--- src/hw/rtl/lfrt_pkg.sv ---
// shared types, codes and defaults for the lockstep fragment receipt tracker
`timescale 1ns / 1ps

package lfrt_pkg;

	localparam int PLAYERS_DEF = 12;
	localparam int SLOTS_DEF   = 4;
	localparam int FRAGS_DEF   = 8;

	// depth of the queue between the front and the back
	localparam int QDEPTH = 2;

	// operations
	localparam logic [1:0] OP_FRAG    = 2'd0;
	localparam logic [1:0] OP_ADVANCE = 2'd1;
	localparam logic [1:0] OP_RESTART = 2'd2;

	// front classification of a fragment
	localparam logic [1:0] CLS_OK     = 2'd0;
	localparam logic [1:0] CLS_DEST   = 2'd1;
	localparam logic [1:0] CLS_PLAYER = 2'd2;

	// result status codes
	localparam logic [3:0] ST_STORED   = 4'd0;
	localparam logic [3:0] ST_COMPLETE = 4'd1;
	localparam logic [3:0] ST_DEST     = 4'd2;
	localparam logic [3:0] ST_PLAYER   = 4'd3;
	localparam logic [3:0] ST_STALE    = 4'd4;
	localparam logic [3:0] ST_WINDOW   = 4'd5;
	localparam logic [3:0] ST_COUNT    = 4'd6;
	localparam logic [3:0] ST_DUP      = 4'd7;
	localparam logic [3:0] ST_TICK_OP  = 4'd8;

	// configuration register indexes
	localparam logic [1:0] REG_STATION = 2'd0;
	localparam logic [1:0] REG_OWN     = 2'd1;
	localparam logic [1:0] REG_ACTIVE  = 2'd2;

	typedef struct packed {
		logic [1:0]  op;
		logic [1:0]  cls;
		logic        bad_total;
		logic [3:0]  player;
		logic [30:0] tick;
		logic [3:0]  total;
		logic [3:0]  frag_index;
	} lfrt_item_t;

endpackage

--- src/hw/rtl/lfrt_front.sv ---
// front: takes a command and classifies it against the configuration
`timescale 1ns / 1ps

module lfrt_front #(
	parameter int PLAYERS = lfrt_pkg::PLAYERS_DEF,
	parameter int FRAGS   = lfrt_pkg::FRAGS_DEF
) (
	input  logic               start,
	input  logic               busy,
	input  logic [1:0]         operation,
	input  logic [31:0]        dest_id,
	input  logic [3:0]         player,
	input  logic [30:0]        tick,
	input  logic [3:0]         frag_total,
	input  logic [3:0]         frag_index,
	input  logic [31:0]        station_id,
	output logic               push,
	output lfrt_pkg::lfrt_item_t item
);
	import lfrt_pkg::*;

	assign push = start & ~busy;

	always_comb begin
		item.op         = operation;
		item.player     = player;
		item.tick       = tick;
		item.total      = frag_total;
		item.frag_index = frag_index;
		item.bad_total  = (frag_total == 4'd0) || (frag_total > 4'(FRAGS));
		priority if (dest_id != station_id) begin
			item.cls = CLS_DEST;
		end else if ({1'b0, player} >= 5'(PLAYERS)) begin
			item.cls = CLS_PLAYER;
		end else begin
			item.cls = CLS_OK;
		end
	end

endmodule

--- src/hw/rtl/lfrt_queue.sv ---
// short queue of classified commands between front and back
`timescale 1ns / 1ps

module lfrt_queue (
	input  logic                 clk,
	input  logic                 arst_n,
	input  logic                 push,
	input  lfrt_pkg::lfrt_item_t item_in,
	input  logic                 pop,
	output logic                 filled,
	output lfrt_pkg::lfrt_item_t head
);
	import lfrt_pkg::*;

	localparam int QAW = (QDEPTH > 1) ? $clog2(QDEPTH) : 1;

	lfrt_item_t         entry_q [QDEPTH];
	logic [QAW-1:0]     wr_ptr_q;
	logic [QAW-1:0]     rd_ptr_q;
	logic [QAW:0]       count_q;

	assign filled = (count_q != '0);
	assign head   = entry_q[rd_ptr_q];

	always_ff @(posedge clk or negedge arst_n) begin
		if (!arst_n) begin
			wr_ptr_q <= '0;
			rd_ptr_q <= '0;
			count_q  <= '0;
		end else begin
			if (push) begin
				wr_ptr_q <= (wr_ptr_q == QAW'(QDEPTH - 1)) ? '0 : wr_ptr_q + 1'b1;
			end
			if (pop) begin
				rd_ptr_q <= (rd_ptr_q == QAW'(QDEPTH - 1)) ? '0 : rd_ptr_q + 1'b1;
			end
			unique case ({push, pop})
				2'b10:   count_q <= count_q + 1'b1;
				2'b01:   count_q <= count_q - 1'b1;
				default: count_q <= count_q;
			endcase
		end
	end

	always_ff @(posedge clk) begin
		if (push) begin
			entry_q[wr_ptr_q] <= item_in;
		end
	end

endmodule

--- src/hw/rtl/lfrt_back.sv ---
// back: tick ring state, fragment bitmap store and result register
`timescale 1ns / 1ps

module lfrt_back #(
	parameter int PLAYERS = lfrt_pkg::PLAYERS_DEF,
	parameter int SLOTS   = lfrt_pkg::SLOTS_DEF,
	parameter int FRAGS   = lfrt_pkg::FRAGS_DEF
) (
	input  logic                 clk,
	input  logic                 arst_n,
	input  logic                 q_filled,
	input  lfrt_pkg::lfrt_item_t q_head,
	output logic                 pop,
	output logic                 working,
	input  logic [3:0]           own_player,
	input  logic [11:0]          active_players,
	output logic                 result_valid,
	output logic [3:0]           status,
	output logic [3:0]           completed_player,
	output logic [11:0]          current_mask,
	output logic                 all_received,
	output logic [30:0]          current_tick
);
	import lfrt_pkg::*;

	localparam int PW    = $clog2(PLAYERS);
	localparam int SW    = $clog2(SLOTS);
	localparam int FW    = (FRAGS > 1) ? $clog2(FRAGS) : 1;
	localparam int CELLS = SLOTS * PLAYERS;
	localparam int AW    = $clog2(CELLS);
	localparam int EW    = FRAGS + 4;
	localparam int XW    = (PLAYERS > 12) ? PLAYERS : 12;

	// tracker state
	logic [SW-1:0]      cur_q;
	logic [30:0]        base_q;
	logic [30:0]        net_q [PLAYERS];
	logic [PLAYERS-1:0] mask_q [SLOTS];
	logic [PLAYERS-1:0] vld_q [SLOTS];
	logic [EW-1:0]      mem_q [CELLS];

	// stage 1
	logic               v_s1;
	lfrt_item_t         item_s1;
	logic [3:0]         st_s1;
	logic               go_s1;
	logic [SW-1:0]      slot_s1;
	logic [PW-1:0]      pl_s1;
	logic [AW-1:0]      cell_s1;
	logic [EW-1:0]      rd_s1;

	// result register
	logic               rvalid_q;
	logic [3:0]         status_q;
	logic [3:0]         done_q;
	logic [11:0]        mask_out_q;
	logic               all_q;
	logic [30:0]        tick_q;

	// lookup side
	logic [PW-1:0]      pl_a;
	logic [31:0]        diff_a;
	logic               in_win_a;
	logic [SW-1:0]      off_a;
	logic [SW:0]        sum_a;
	logic [SW-1:0]      slot_a;
	logic [AW-1:0]      cell_a;
	logic [3:0]         st_a;
	logic               go_a;

	assign pop     = q_filled & ~v_s1;
	assign working = v_s1;

	always_comb begin
		pl_a     = (q_head.cls == CLS_OK) ? q_head.player[PW-1:0] : '0;
		diff_a   = {1'b0, q_head.tick} - {1'b0, base_q};
		in_win_a = ~diff_a[31] && (diff_a < 32'(SLOTS));
		off_a    = in_win_a ? diff_a[SW-1:0] : '0;
		sum_a    = {1'b0, cur_q} + {1'b0, off_a};
		slot_a   = (sum_a >= (SW+1)'(SLOTS)) ? SW'(sum_a - (SW+1)'(SLOTS)) : sum_a[SW-1:0];
		cell_a   = AW'(slot_a * PLAYERS) + AW'(pl_a);
		go_a     = 1'b0;
		if (q_head.op != OP_FRAG) begin
			st_a = ST_TICK_OP;
		end else begin
			priority if (q_head.cls == CLS_DEST) begin
				st_a = ST_DEST;
			end else if (q_head.cls == CLS_PLAYER) begin
				st_a = ST_PLAYER;
			end else if (q_head.tick < net_q[pl_a]) begin
				st_a = ST_STALE;
			end else if (!in_win_a) begin
				st_a = ST_WINDOW;
			end else if (q_head.bad_total) begin
				st_a = ST_COUNT;
			end else begin
				st_a = ST_STORED;
				go_a = 1'b1;
			end
		end
	end

	always_ff @(posedge clk or negedge arst_n) begin
		if (!arst_n) begin
			v_s1 <= 1'b0;
		end else begin
			v_s1 <= pop;
		end
	end

	always_ff @(posedge clk) begin
		if (pop) begin
			item_s1 <= q_head;
			st_s1   <= st_a;
			go_s1   <= go_a;
			slot_s1 <= slot_a;
			pl_s1   <= pl_a;
			cell_s1 <= cell_a;
			rd_s1   <= mem_q[cell_a];
		end
	end

	// bitmap update side
	logic               inprog_b;
	logic [3:0]         cnt_b;
	logic [FRAGS-1:0]   bm_b;
	logic [FRAGS-1:0]   bit_b;
	logic [FRAGS-1:0]   full_b;
	logic [FRAGS-1:0]   bm_new_b;
	logic               bad_cnt_b;
	logic               dup_b;
	logic               fin_b;
	logic               wr_b;
	logic [3:0]         st_b;
	logic [PLAYERS-1:0] own_bit;
	logic [PLAYERS-1:0] pl_bit;
	logic [SW-1:0]      cur_next;
	logic [30:0]        base_next;
	logic [PLAYERS-1:0] mask_next;
	logic [XW-1:0]      mask_ext;

	always_comb begin
		inprog_b = vld_q[slot_s1][pl_s1];
		cnt_b    = inprog_b ? rd_s1[EW-1:FRAGS] : item_s1.total;
		bm_b     = inprog_b ? rd_s1[FRAGS-1:0] : '0;
		bit_b    = '0;
		bit_b[item_s1.frag_index[FW-1:0]] = 1'b1;
		for (int i = 0; i < FRAGS; i++) begin
			full_b[i] = (4'(i) < cnt_b);
		end
		bm_new_b  = bm_b | bit_b;
		bad_cnt_b = (item_s1.total > cnt_b) || (item_s1.frag_index >= cnt_b);
		dup_b     = |(bm_b & bit_b);
		fin_b     = go_s1 && !bad_cnt_b && !dup_b && ((bm_new_b & full_b) == full_b);
		// a fresh count is kept even when its first fragment is rejected
		wr_b      = go_s1 && !fin_b && (!inprog_b || (!bad_cnt_b && !dup_b));
		priority if (!go_s1) begin
			st_b = st_s1;
		end else if (bad_cnt_b) begin
			st_b = ST_COUNT;
		end else if (dup_b) begin
			st_b = ST_DUP;
		end else if (fin_b) begin
			st_b = ST_COMPLETE;
		end else begin
			st_b = ST_STORED;
		end
		for (int i = 0; i < PLAYERS; i++) begin
			own_bit[i] = (own_player == 4'(i));
			pl_bit[i]  = (pl_s1 == PW'(i));
		end
	end

	always_comb begin
		cur_next  = cur_q;
		base_next = base_q;
		mask_next = mask_q[cur_q];
		unique case (item_s1.op)
			OP_ADVANCE: begin
				cur_next  = (cur_q == SW'(SLOTS - 1)) ? '0 : cur_q + 1'b1;
				base_next = base_q + 31'd1;
				mask_next = own_bit;
			end
			OP_RESTART: begin
				base_next = item_s1.tick;
				mask_next = own_bit;
			end
			OP_FRAG: begin
				if (fin_b && (slot_s1 == cur_q)) begin
					mask_next = mask_q[cur_q] | pl_bit;
				end
			end
			default: begin
				mask_next = mask_q[cur_q];
			end
		endcase
		mask_ext = XW'(mask_next);
	end

	always_ff @(posedge clk or negedge arst_n) begin
		if (!arst_n) begin
			cur_q    <= '0;
			base_q   <= '0;
			rvalid_q <= 1'b0;
			for (int p = 0; p < PLAYERS; p++) begin
				net_q[p] <= '0;
			end
			for (int s = 0; s < SLOTS; s++) begin
				mask_q[s] <= PLAYERS'(1);
				vld_q[s]  <= '0;
			end
		end else begin
			rvalid_q <= v_s1;
			if (v_s1) begin
				cur_q  <= cur_next;
				base_q <= base_next;
				unique case (item_s1.op)
					OP_ADVANCE: begin
						mask_q[cur_next] <= own_bit;
						vld_q[cur_next]  <= '0;
					end
					OP_RESTART: begin
						for (int p = 0; p < PLAYERS; p++) begin
							net_q[p] <= item_s1.tick;
						end
						for (int s = 0; s < SLOTS; s++) begin
							mask_q[s] <= own_bit;
							vld_q[s]  <= '0;
						end
					end
					OP_FRAG: begin
						if (fin_b) begin
							vld_q[slot_s1][pl_s1] <= 1'b0;
							net_q[pl_s1]          <= net_q[pl_s1] + 31'd1;
							mask_q[slot_s1]       <= mask_q[slot_s1] | pl_bit;
						end else if (wr_b) begin
							vld_q[slot_s1][pl_s1] <= 1'b1;
						end
					end
					default: ;
				endcase
			end
		end
	end

	always_ff @(posedge clk) begin
		if (v_s1 && wr_b) begin
			mem_q[cell_s1] <= {cnt_b, (bad_cnt_b || dup_b) ? bm_b : bm_new_b};
		end
	end

	always_ff @(posedge clk) begin
		if (v_s1) begin
			status_q   <= st_b;
			done_q     <= fin_b ? item_s1.player : 4'd0;
			mask_out_q <= mask_ext[11:0];
			all_q      <= (mask_ext[11:0] == active_players);
			tick_q     <= base_next;
		end
	end

	assign result_valid     = rvalid_q;
	assign status           = status_q;
	assign completed_player = done_q;
	assign current_mask     = mask_out_q;
	assign all_received     = all_q;
	assign current_tick     = tick_q;

	// one transaction in the back at a time
	a_single_item: assert property (@(posedge clk) disable iff (!arst_n)
		v_s1 |=> !v_s1)
		else $error("back took a second transaction while busy");

	a_result_follows: assert property (@(posedge clk) disable iff (!arst_n)
		v_s1 |=> rvalid_q)
		else $error("no result after a transaction in the back");

	a_done_only_complete: assert property (@(posedge clk) disable iff (!arst_n)
		(rvalid_q && (status_q != ST_COMPLETE)) |-> (done_q == 4'd0))
		else $error("completed player reported without completion");

	a_restart_tick: assert property (@(posedge clk) disable iff (!arst_n)
		(v_s1 && (item_s1.op == OP_RESTART)) |=> (tick_q == $past(item_s1.tick)))
		else $error("restart did not load the tick base");

endmodule

--- src/hw/rtl/lockstep_fragment_receipt_tracker.sv ---
// top level of the lockstep fragment receipt tracker
`timescale 1ns / 1ps

// Tracks which fragments of each player's per-tick update have arrived over
// a ring of SLOTS tick slots.
// Command channel: a command is taken at a clock edge where start is high and
// busy is low; operation selects fragment arrival, advance or restart.
// Every command gives exactly one result, shown for one cycle while
// result_valid is high; the receiver cannot stall it.
// A command passes from the queue through the stage 1 registers into the result
// register, which drives result_valid.
// busy stays high while a command waits in the queue or reads the fragment store
// (registered read, then read-modify-write of one store entry), so a new command
// is taken only once the last one has left the back.
// Configuration: cfg_valid/cfg_ready write channel, cfg_ready is always high;
// index 0 station id, 1 own player, 2 active players mask. Write only while
// no command is in flight.
// Reset: configuration clears, every slot is empty, the slot masks hold bit 0,
// the tick base and expected ticks are 0. No clearing pass is needed.

module lockstep_fragment_receipt_tracker #(
	parameter int PLAYERS = lfrt_pkg::PLAYERS_DEF,
	parameter int SLOTS   = lfrt_pkg::SLOTS_DEF,
	parameter int FRAGS   = lfrt_pkg::FRAGS_DEF
) (
	input  logic        clk,
	input  logic        arst_n,
	input  logic        start,
	output logic        busy,
	input  logic [1:0]  operation,
	input  logic [31:0] dest_id,
	input  logic [3:0]  player,
	input  logic [30:0] tick,
	input  logic [3:0]  frag_total,
	input  logic [3:0]  frag_index,
	output logic        result_valid,
	output logic [3:0]  status,
	output logic [3:0]  completed_player,
	output logic [11:0] current_mask,
	output logic        all_received,
	output logic [30:0] current_tick,
	input  logic        cfg_valid,
	output logic        cfg_ready,
	input  logic [1:0]  cfg_index,
	input  logic [31:0] cfg_data
);
	import lfrt_pkg::*;

	logic [31:0] station_id_q;
	logic [3:0]  own_player_q;
	logic [11:0] active_q;

	logic        push;
	lfrt_item_t  item;
	logic        q_filled;
	lfrt_item_t  q_head;
	logic        pop;
	logic        working;

	assign cfg_ready = 1'b1;
	assign busy      = q_filled | working;

	always_ff @(posedge clk or negedge arst_n) begin
		if (!arst_n) begin
			station_id_q <= '0;
			own_player_q <= '0;
			active_q     <= '0;
		end else if (cfg_valid && cfg_ready) begin
			unique case (cfg_index)
				REG_STATION: station_id_q <= cfg_data;
				REG_OWN:     own_player_q <= cfg_data[3:0];
				REG_ACTIVE:  active_q     <= cfg_data[11:0];
				default:     active_q     <= active_q;
			endcase
		end
	end

	lfrt_front #(
		.PLAYERS (PLAYERS),
		.FRAGS   (FRAGS)
	) u_front (
		.start      (start),
		.busy       (busy),
		.operation  (operation),
		.dest_id    (dest_id),
		.player     (player),
		.tick       (tick),
		.frag_total (frag_total),
		.frag_index (frag_index),
		.station_id (station_id_q),
		.push       (push),
		.item       (item)
	);

	lfrt_queue u_queue (
		.clk     (clk),
		.arst_n  (arst_n),
		.push    (push),
		.item_in (item),
		.pop     (pop),
		.filled  (q_filled),
		.head    (q_head)
	);

	lfrt_back #(
		.PLAYERS (PLAYERS),
		.SLOTS   (SLOTS),
		.FRAGS   (FRAGS)
	) u_back (
		.clk              (clk),
		.arst_n           (arst_n),
		.q_filled         (q_filled),
		.q_head           (q_head),
		.pop              (pop),
		.working          (working),
		.own_player       (own_player_q),
		.active_players   (active_q),
		.result_valid     (result_valid),
		.status           (status),
		.completed_player (completed_player),
		.current_mask     (current_mask),
		.all_received     (all_received),
		.current_tick     (current_tick)
	);

endmodule
--- config.mk ---
export PLATFORM = sky130hd
export DESIGN_NAME = lockstep_fragment_receipt_tracker
export DESIGN_NICKNAME = d
export VERILOG_FILES = /design/src/hw/rtl/lfrt_pkg.sv /design/src/hw/rtl/lfrt_front.sv /design/src/hw/rtl/lfrt_queue.sv /design/src/hw/rtl/lfrt_back.sv /design/src/hw/rtl/lockstep_fragment_receipt_tracker.sv
export SDC_FILE = /design/constraint.sdc
export NUM_CORES = 2
export LEC_CHECK = 0
export ABC_CLOCK_PERIOD_IN_PS = 7400
export BUFFER_PORTS_ARGS = -buffer_cell sky130_fd_sc_hd__buf_2
export CAP_MARGIN = 40
export CORE_AREA = 3 3 340 376
export CTS_CLUSTER_SIZE = 14
export DETAILED_ROUTE_END_ITERATION = 16
export DIE_AREA = 0 0 343 379
export PLACE_DENSITY = 0.73
export SLEW_MARGIN = 20
export SYNTH_ARGS = -nofsm -noshare
export SYNTH_HDL_FRONTEND = slang
export SYNTH_HIERARCHICAL = 1
export SYNTH_SLANG_ARGS = --single-unit
--- constraint.sdc ---
create_clock -name clk -period 7.4 [get_ports clk]
set_input_delay 2.22 -clock clk [delete_from_list [all_inputs] [get_ports clk]]
set_output_delay 2.22 -clock clk [all_outputs]
set_load 0.02 [all_outputs]
# Yosys cells after proc, flatten, opt, wreduce, memory -nomap -nowiden
# Memories as Yosys holds them, arrays and structs flattened. A register that Yosys moved wholly into a read port is not among the register bits.
# Index checks and enable logic that the tools add are counted.
# classes
multipliers	1
n_addsub	11
order_cmp	27
reduce_logical	44
bitwise	22
eq_ne	37
n_mux	69
# ops
cell	n
one-hot mux 372 bit (2 select lines)	1
bitwise mux 372 bit	1
two-way mux 372 bit	1
one-hot mux 48 bit (3 select lines)	2
binary-select mux 31 bit (select 4 bit)	2
two-way mux 31 bit	5
two-way mux 48 bit	3
demux 31 bit (select 4 bit)	1
two-way mux 12 bit	10
bitwise AND 48 bit	2
bitwise mux 48 bit	2
inverter 48 bit	2
binary-select mux 12 bit (select 2 bit)	3
demux 12 bit (select 2 bit)	3
adder 31 x 1 -> 31 bit (second input constant)	2
one-hot mux 31 bit (2 select lines)	1
bitwise OR 48 bit	1
two-way mux 4 bit	9
equality test 4 x 3 -> 1 bit (second input constant)	8
equality test 4 bit (second input constant)	8
< comparator 32 x 3 -> 1 bit (second input constant)	1
!= test 32 bit	1
subtractor 31 x 31 -> 32 bit	1
< comparator 31 bit	1
other kinds (60)	140
# totals
out_inout_bits	55
ff_bits	669
ramBits	672
n_memories	2
in_bits	115
word_cells	260
# mem_list
memory	depth	width	read_ports	rd_ports_with_merged_regs	write_ports	line	rtl
u_back.mem_q	48	12	1	1	1	lfrt_back.sv:40	logic [EW-1:0] mem_q [CELLS];
u_queue.entry_q	2	48	1	0	1	lfrt_queue.sv:17	lfrt_item_t entry_q [QDEPTH];

# Logic depth before layout (Yosys ltp)
# depth
word_depth	19
ltp_mapped	31
mapped_depth_nobuf	28

# Modules after synthesis
# Netlist, hierarchy kept.
# by_module_without_submodules
module	instances	seq_area_each_um2	cells_per_inst	area_each_um2
lfrt_back	1	33612.2	5641	62023.2
lfrt_queue	1	2982.9	164	3689.8
lockstep_fragment_receipt_tracker	1	1201.2	106	1834.3
lfrt_front	1	0.0	94	728.2

# Least setup slack after synthesis
# No wires, ideal clock.
# synth_timing
path_kind	register -> register
startpoint	register u_back.slot_s1[0]
endpoint	memory u_back/mem_q[0][6] (netlist bit) (data pin)
n_path_buf	3
setup_ns	0.578
required_ns	6.822
path_stages_with_launch	16
path_slack_ns	-0.607
t_arrival_ns	7.429
period_less_slack_ns	8.007
path_cell_list	edfxtp_1 > buf_6 > mux4_2 > a22o_1 > a41oi_2 > a41oi_2 > buf_6 > clkbuf_1 > o21ai_0 > ha_1 > nand2b_1 > a21o_1 > a21o_1 > a21o_1 > a211o_1 > o21ai_0
# synth_via
elab_chain_len	11
elab_cells_between_ends	16
classes_between	order compare: 2; mux: 8; bitwise: 3; reduce/logical: 3
# synth_rtl
element	line	rtl
start: declaration	lfrt_back.sv:47	logic [SW-1:0] slot_s1;
start signal: assignment	lfrt_back.sv:116	slot_s1 <= slot_a;
inverter 2 -> 3 bit (not written as such) (*)	lfrt_back.sv:143	inprog_b = vld_q[slot_s1][pl_s1];
binary-select mux 12 bit (select 2 bit) (*)	lfrt_back.sv:143	
two-way mux 12 bit (not written as such) (*) (2 in a row)	lfrt_back.sv:143	
binary-select mux 1 bit (select 4 bit) (*)	lfrt_back.sv:143	
two-way mux 1 bit (not written as such) (*)	lfrt_back.sv:143	
two-way mux 4 bit (*)	lfrt_back.sv:144	cnt_b = inprog_b ? rd_s1[EW-1:FRAGS] : item_s1.total;
named net u_back.cnt_b[0]	lfrt_back.sv:125	logic [3:0] cnt_b;
greater-than comparator 4 bit or greater-or-equal comparator 4 bit (tied branches)	lfrt_back.sv:152	bad_cnt_b = (item_s1.total > cnt_b) || (item_s1.frag_index >= cnt_b);
logical OR 1 bit (*)	lfrt_back.sv:152	
logical OR 1 bit (*)	lfrt_back.sv:248	mem_q[cell_s1] <= {cnt_b, (bad_cnt_b || dup_b) ? bm_b : bm_new_b};
two-way mux 8 bit (*)	lfrt_back.sv:248	
end: declaration	lfrt_back.sv:40	
# The timed path passes the listed nets; every way through them passes the cells marked *. The select of a mux whose other input is x is not followed.

==> results.toml <==
[outcome]
status = "complete, no violations"

[placement]
place_inst = 7640
dp_hpwl_um = 144000
dp_slack_ps = -120
port_buffers = 168
gp_congestion = 0.965

[logic_synthesis]
synth_fp_nets = 6207
postSynthAreaPerCell_um2 = 11.4
synthesis.area_um2 = 68300
ys_types = 89
synth-main-ff-cell = "edfxtp_1"
syn_inst = 6005
synth_edf_count = 796
synth_seq_cells = 1351
yosysWarningCount = 6
async_reset_ff_share_pct = 41.1
synth.yosys.seq_area_share_pct = 55.4

[timing]
setup-violations-final = 0
fmax_ghz = 0.140
tightest_slew_ps = 1020
setup_tns_ps = 0
period_share_pct = 96.3
finalWorstSetupSlack_ps = 270
drv_slew = 0
finalHoldViolCount = 0
fin_worst_skew_ps = 69.5
period_needed_ps = 7130
relSlewSlack_pct = 32.1

[drt]
vias = 52900
drt_pass1_iterations = 9
wl_per_cell_um = 28.0
drc = 0
drt_iter0_markers = 6906
ant_nets = 0
viasPerCell = 6.68
finalWirelength_um = 222000

[layout]
drive_gt1_share_pct = 18.4
area_growth_pct = 13.3
stdcell_count = 7920
nets = 6348
fillers = 9680
final_util_pct = 62.1

[pwr]
powerDensity_nw_per_um2 = 497
power.total_mw = 38.4
leakagePower_nw = 28.5
vdd_drop_max_mv = 0.390

[cts]
cts_hold_buf = 0
clk_latency_ps = 830
clockBufferDepth = 3
cts_buffers = 143
cts.sinks = 1351
htree_levels = 4
cts-root-buf = "clkbuf_16"
cts_tree = "yes"
cts.clk_slew.worst_paths_ps = 60

[die]
ios = 170
core_um2 = 125000
die_w_um = 343
start_util_pct = 54.8
rows = 136
die_h_um = 379
die-area_um2 = 130000

[critical_path]
cp-start-kind = "flop"
cp_slowest_cell = "or4b_2"
critPathKind = "reg -> reg"
cp-end-kind = "flop"
cp.required_ps = 8060
slowest_delay_ps = 660
r2r_cells = 33
timing.rr.start = "u_queue/rd_ptr_q$_DFFE_PN0P_"
cp-startpoint = "u_queue/rd_ptr_q$_DFFE_PN0P_"
crit_top_cell = "buf_4"
critPathMaxFanout = 8
crit_arrival_ps = 7790

[grt]
grt_pass1_vias = 51600
overflow = 0
grt_pass1_wl_um = 331000
grt_antenna_before_repair = 2
grt_max_degree = 184
track_usage_pct = 33.9

[min_path]
hp-start = "u_queue/count_q[1]$_DFFE_PN0P_"
hold_class = "reg -> reg"
hold_depth = 1

[job]
maxCapViolCount = 0
-- layer usage --
layer | up-vias | track usage, % | part of all wire [%]
li1 | 22700 | - | -
met1 | 26100 | 43.6 | 37
met2 | 3358 | 53.6 | 47
met3 | 780 | 6.68 | 9.8
met4 | 4 | 19.7 | 6.8
met5 | - | 0 | 0.011
-- cells in the mapped netlist, types with 12 or more instances --
library cell / number / area (µm²)
a211oi_1: 55 / 413
a21o_1: 41 / 308
a21oi_1: 499 / 2500
a221o_1: 26 / 260
a221oi_1: 12 / 105
a2bb2oi_1: 19 / 166
a311oi_1: 51 / 447
a31oi_1: 62 / 388
a32oi_1: 36 / 315
and2_1: 18 / 113
and3_1: 20 / 125
buf_1: 62 / 233
buf_2: 68 / 340
buf_4: 57 / 428
clkbuf_1: 309 / 1160
dfrtp_1: 551 / 13800
edfxtp_1: 796 / 23900
ha_1: 85 / 1060
inv_1: 89 / 334
mux2_2: 141 / 1590
mux2i_1: 177 / 1770
mux4_2: 187 / 4210
nand2_1: 618 / 2320
nand2b_1: 46 / 288
nand3_1: 102 / 510
nand4_1: 36 / 225
nor2_1: 598 / 2240
nor2b_1: 105 / 657
nor3_1: 80 / 400
nor4_1: 18 / 113
o211ai_1: 181 / 1360
o21a_1: 153 / 1150
o21ai_0: 305 / 1530
o221ai_1: 61 / 534
o22ai_1: 37 / 231
o2bb2ai_1: 27 / 236
o31ai_1: 20 / 150
xnor2_1: 62 / 543
xor2_1: 33 / 289
-- final cells by class --
type	instances	area (µm²)	area share [%]
timing repair buffer	504	3910	5.05
inverter	94	367	0.474
antenna	1	2.50	0.00324
clock buffer	181	3880	5.02
sequential	1351	37800	48.9
multi-input combinational	4052	28200	36.4
tap	1656	2070	2.68
clock inverter	81	1120	1.45
-- cell usage in the layout, fill, tap and decap left out, types with 29 or more instances in the layout --
master / count
nand2_1: 615
xor2_1: 32
a211oi_1: 52
mux4_2: 187
edfxtp_1: 796
nand3_1: 102
a311oi_1: 51
a21oi_1: 492
a32oi_1: 36
o21a_1: 153
o211ai_1: 181
mux2i_1: 177
o22ai_1: 37
ha_1: 83
buf_4: 285
buf_12: 29
a31oi_1: 62
dfrtp_1: 549
nor2b_1: 103
nand2b_1: 46
o21ai_0: 296
a21o_1: 39
xnor2_1: 61
nor2_1: 593
clkbuf_16: 146
nor3_1: 79
o221ai_1: 61
nand4_1: 36
mux2_2: 140
buf_2: 173
inv_1: 87
-- sequential cells by signal, indices dropped and copies added (netlist names), 12 cells and up --
register             count
u_back/vld_q            48
u_queue/entry_q         96
station_id_q            32
active_q                12
u_back/mask_q           48
u_back/current_tick     31
u_back/rd_s1            12
u_back/base_q           31
u_back/item_s1          45
u_back/net_q           372
u_back/current_mask     12
u_back/mem_q           576
-- report_power, final --
part | switching, mW | internal, mW
Clock | 3.21 | 4.32
Sequential | 1.55 | 11.0
Combinational | 11.8 | 6.61
Total | 16.5 | 21.9
-- path summary, 6_finish.rpt --
path,slack (ps),end
worst min register to register,480,u_queue/count_q[1]$_DFFE_PN0P_
worst max-delay path,270,u_back/rd_s1[4]$_DFFE_PP_
max in group asynchronous,4320,u_back/net_q[168]$_DFFE_PN0P_
min in group asynchronous,1430,station_id_q[24]$_DFFE_PN0P_
worst max register to register,270,u_back/rd_s1[4]$_DFFE_PP_
worst min-delay path,480,u_queue/count_q[1]$_DFFE_PN0P_
-- critical path: cells and delay by family (launching register included) --
family,cells,cell delay (ps)
mux,1,230
compound gates,7,1290
buf+inv,8,1210
simple gates,8,1610
flops,1,460
fa+ha+maj,5,1420
xor+xnor,4,770
-- per-stage QoR --
step | hold slack, ps | instance area, µm²
final | 476 | 77300
after global routing | 488 | 77300
after floorplan | 434 | 68300
after CTS | 476 | 77000
after detailed placement | 459 | 72000
after global placement | 455 | 71400
-- logic make-up after synthesis --
kind of cell	synth area share (%)
mux	11.3
compound gates	15.6
buf+inv	3.89
flops	55.4
xor+xnor	1.22
simple gates	11.0
fa+ha+maj	1.63
other cells	0.00549
-- what timing repair did --
item | in CTS | in global routing
gates cloned | 0 | 2
setup buffers | 0 | 5
endpoints found under the setup margin | 12 | 12
resized for setup | 4 | 27
pin swaps | 0 | 7
No activity file was read; power rests on OpenSTA's default activity.
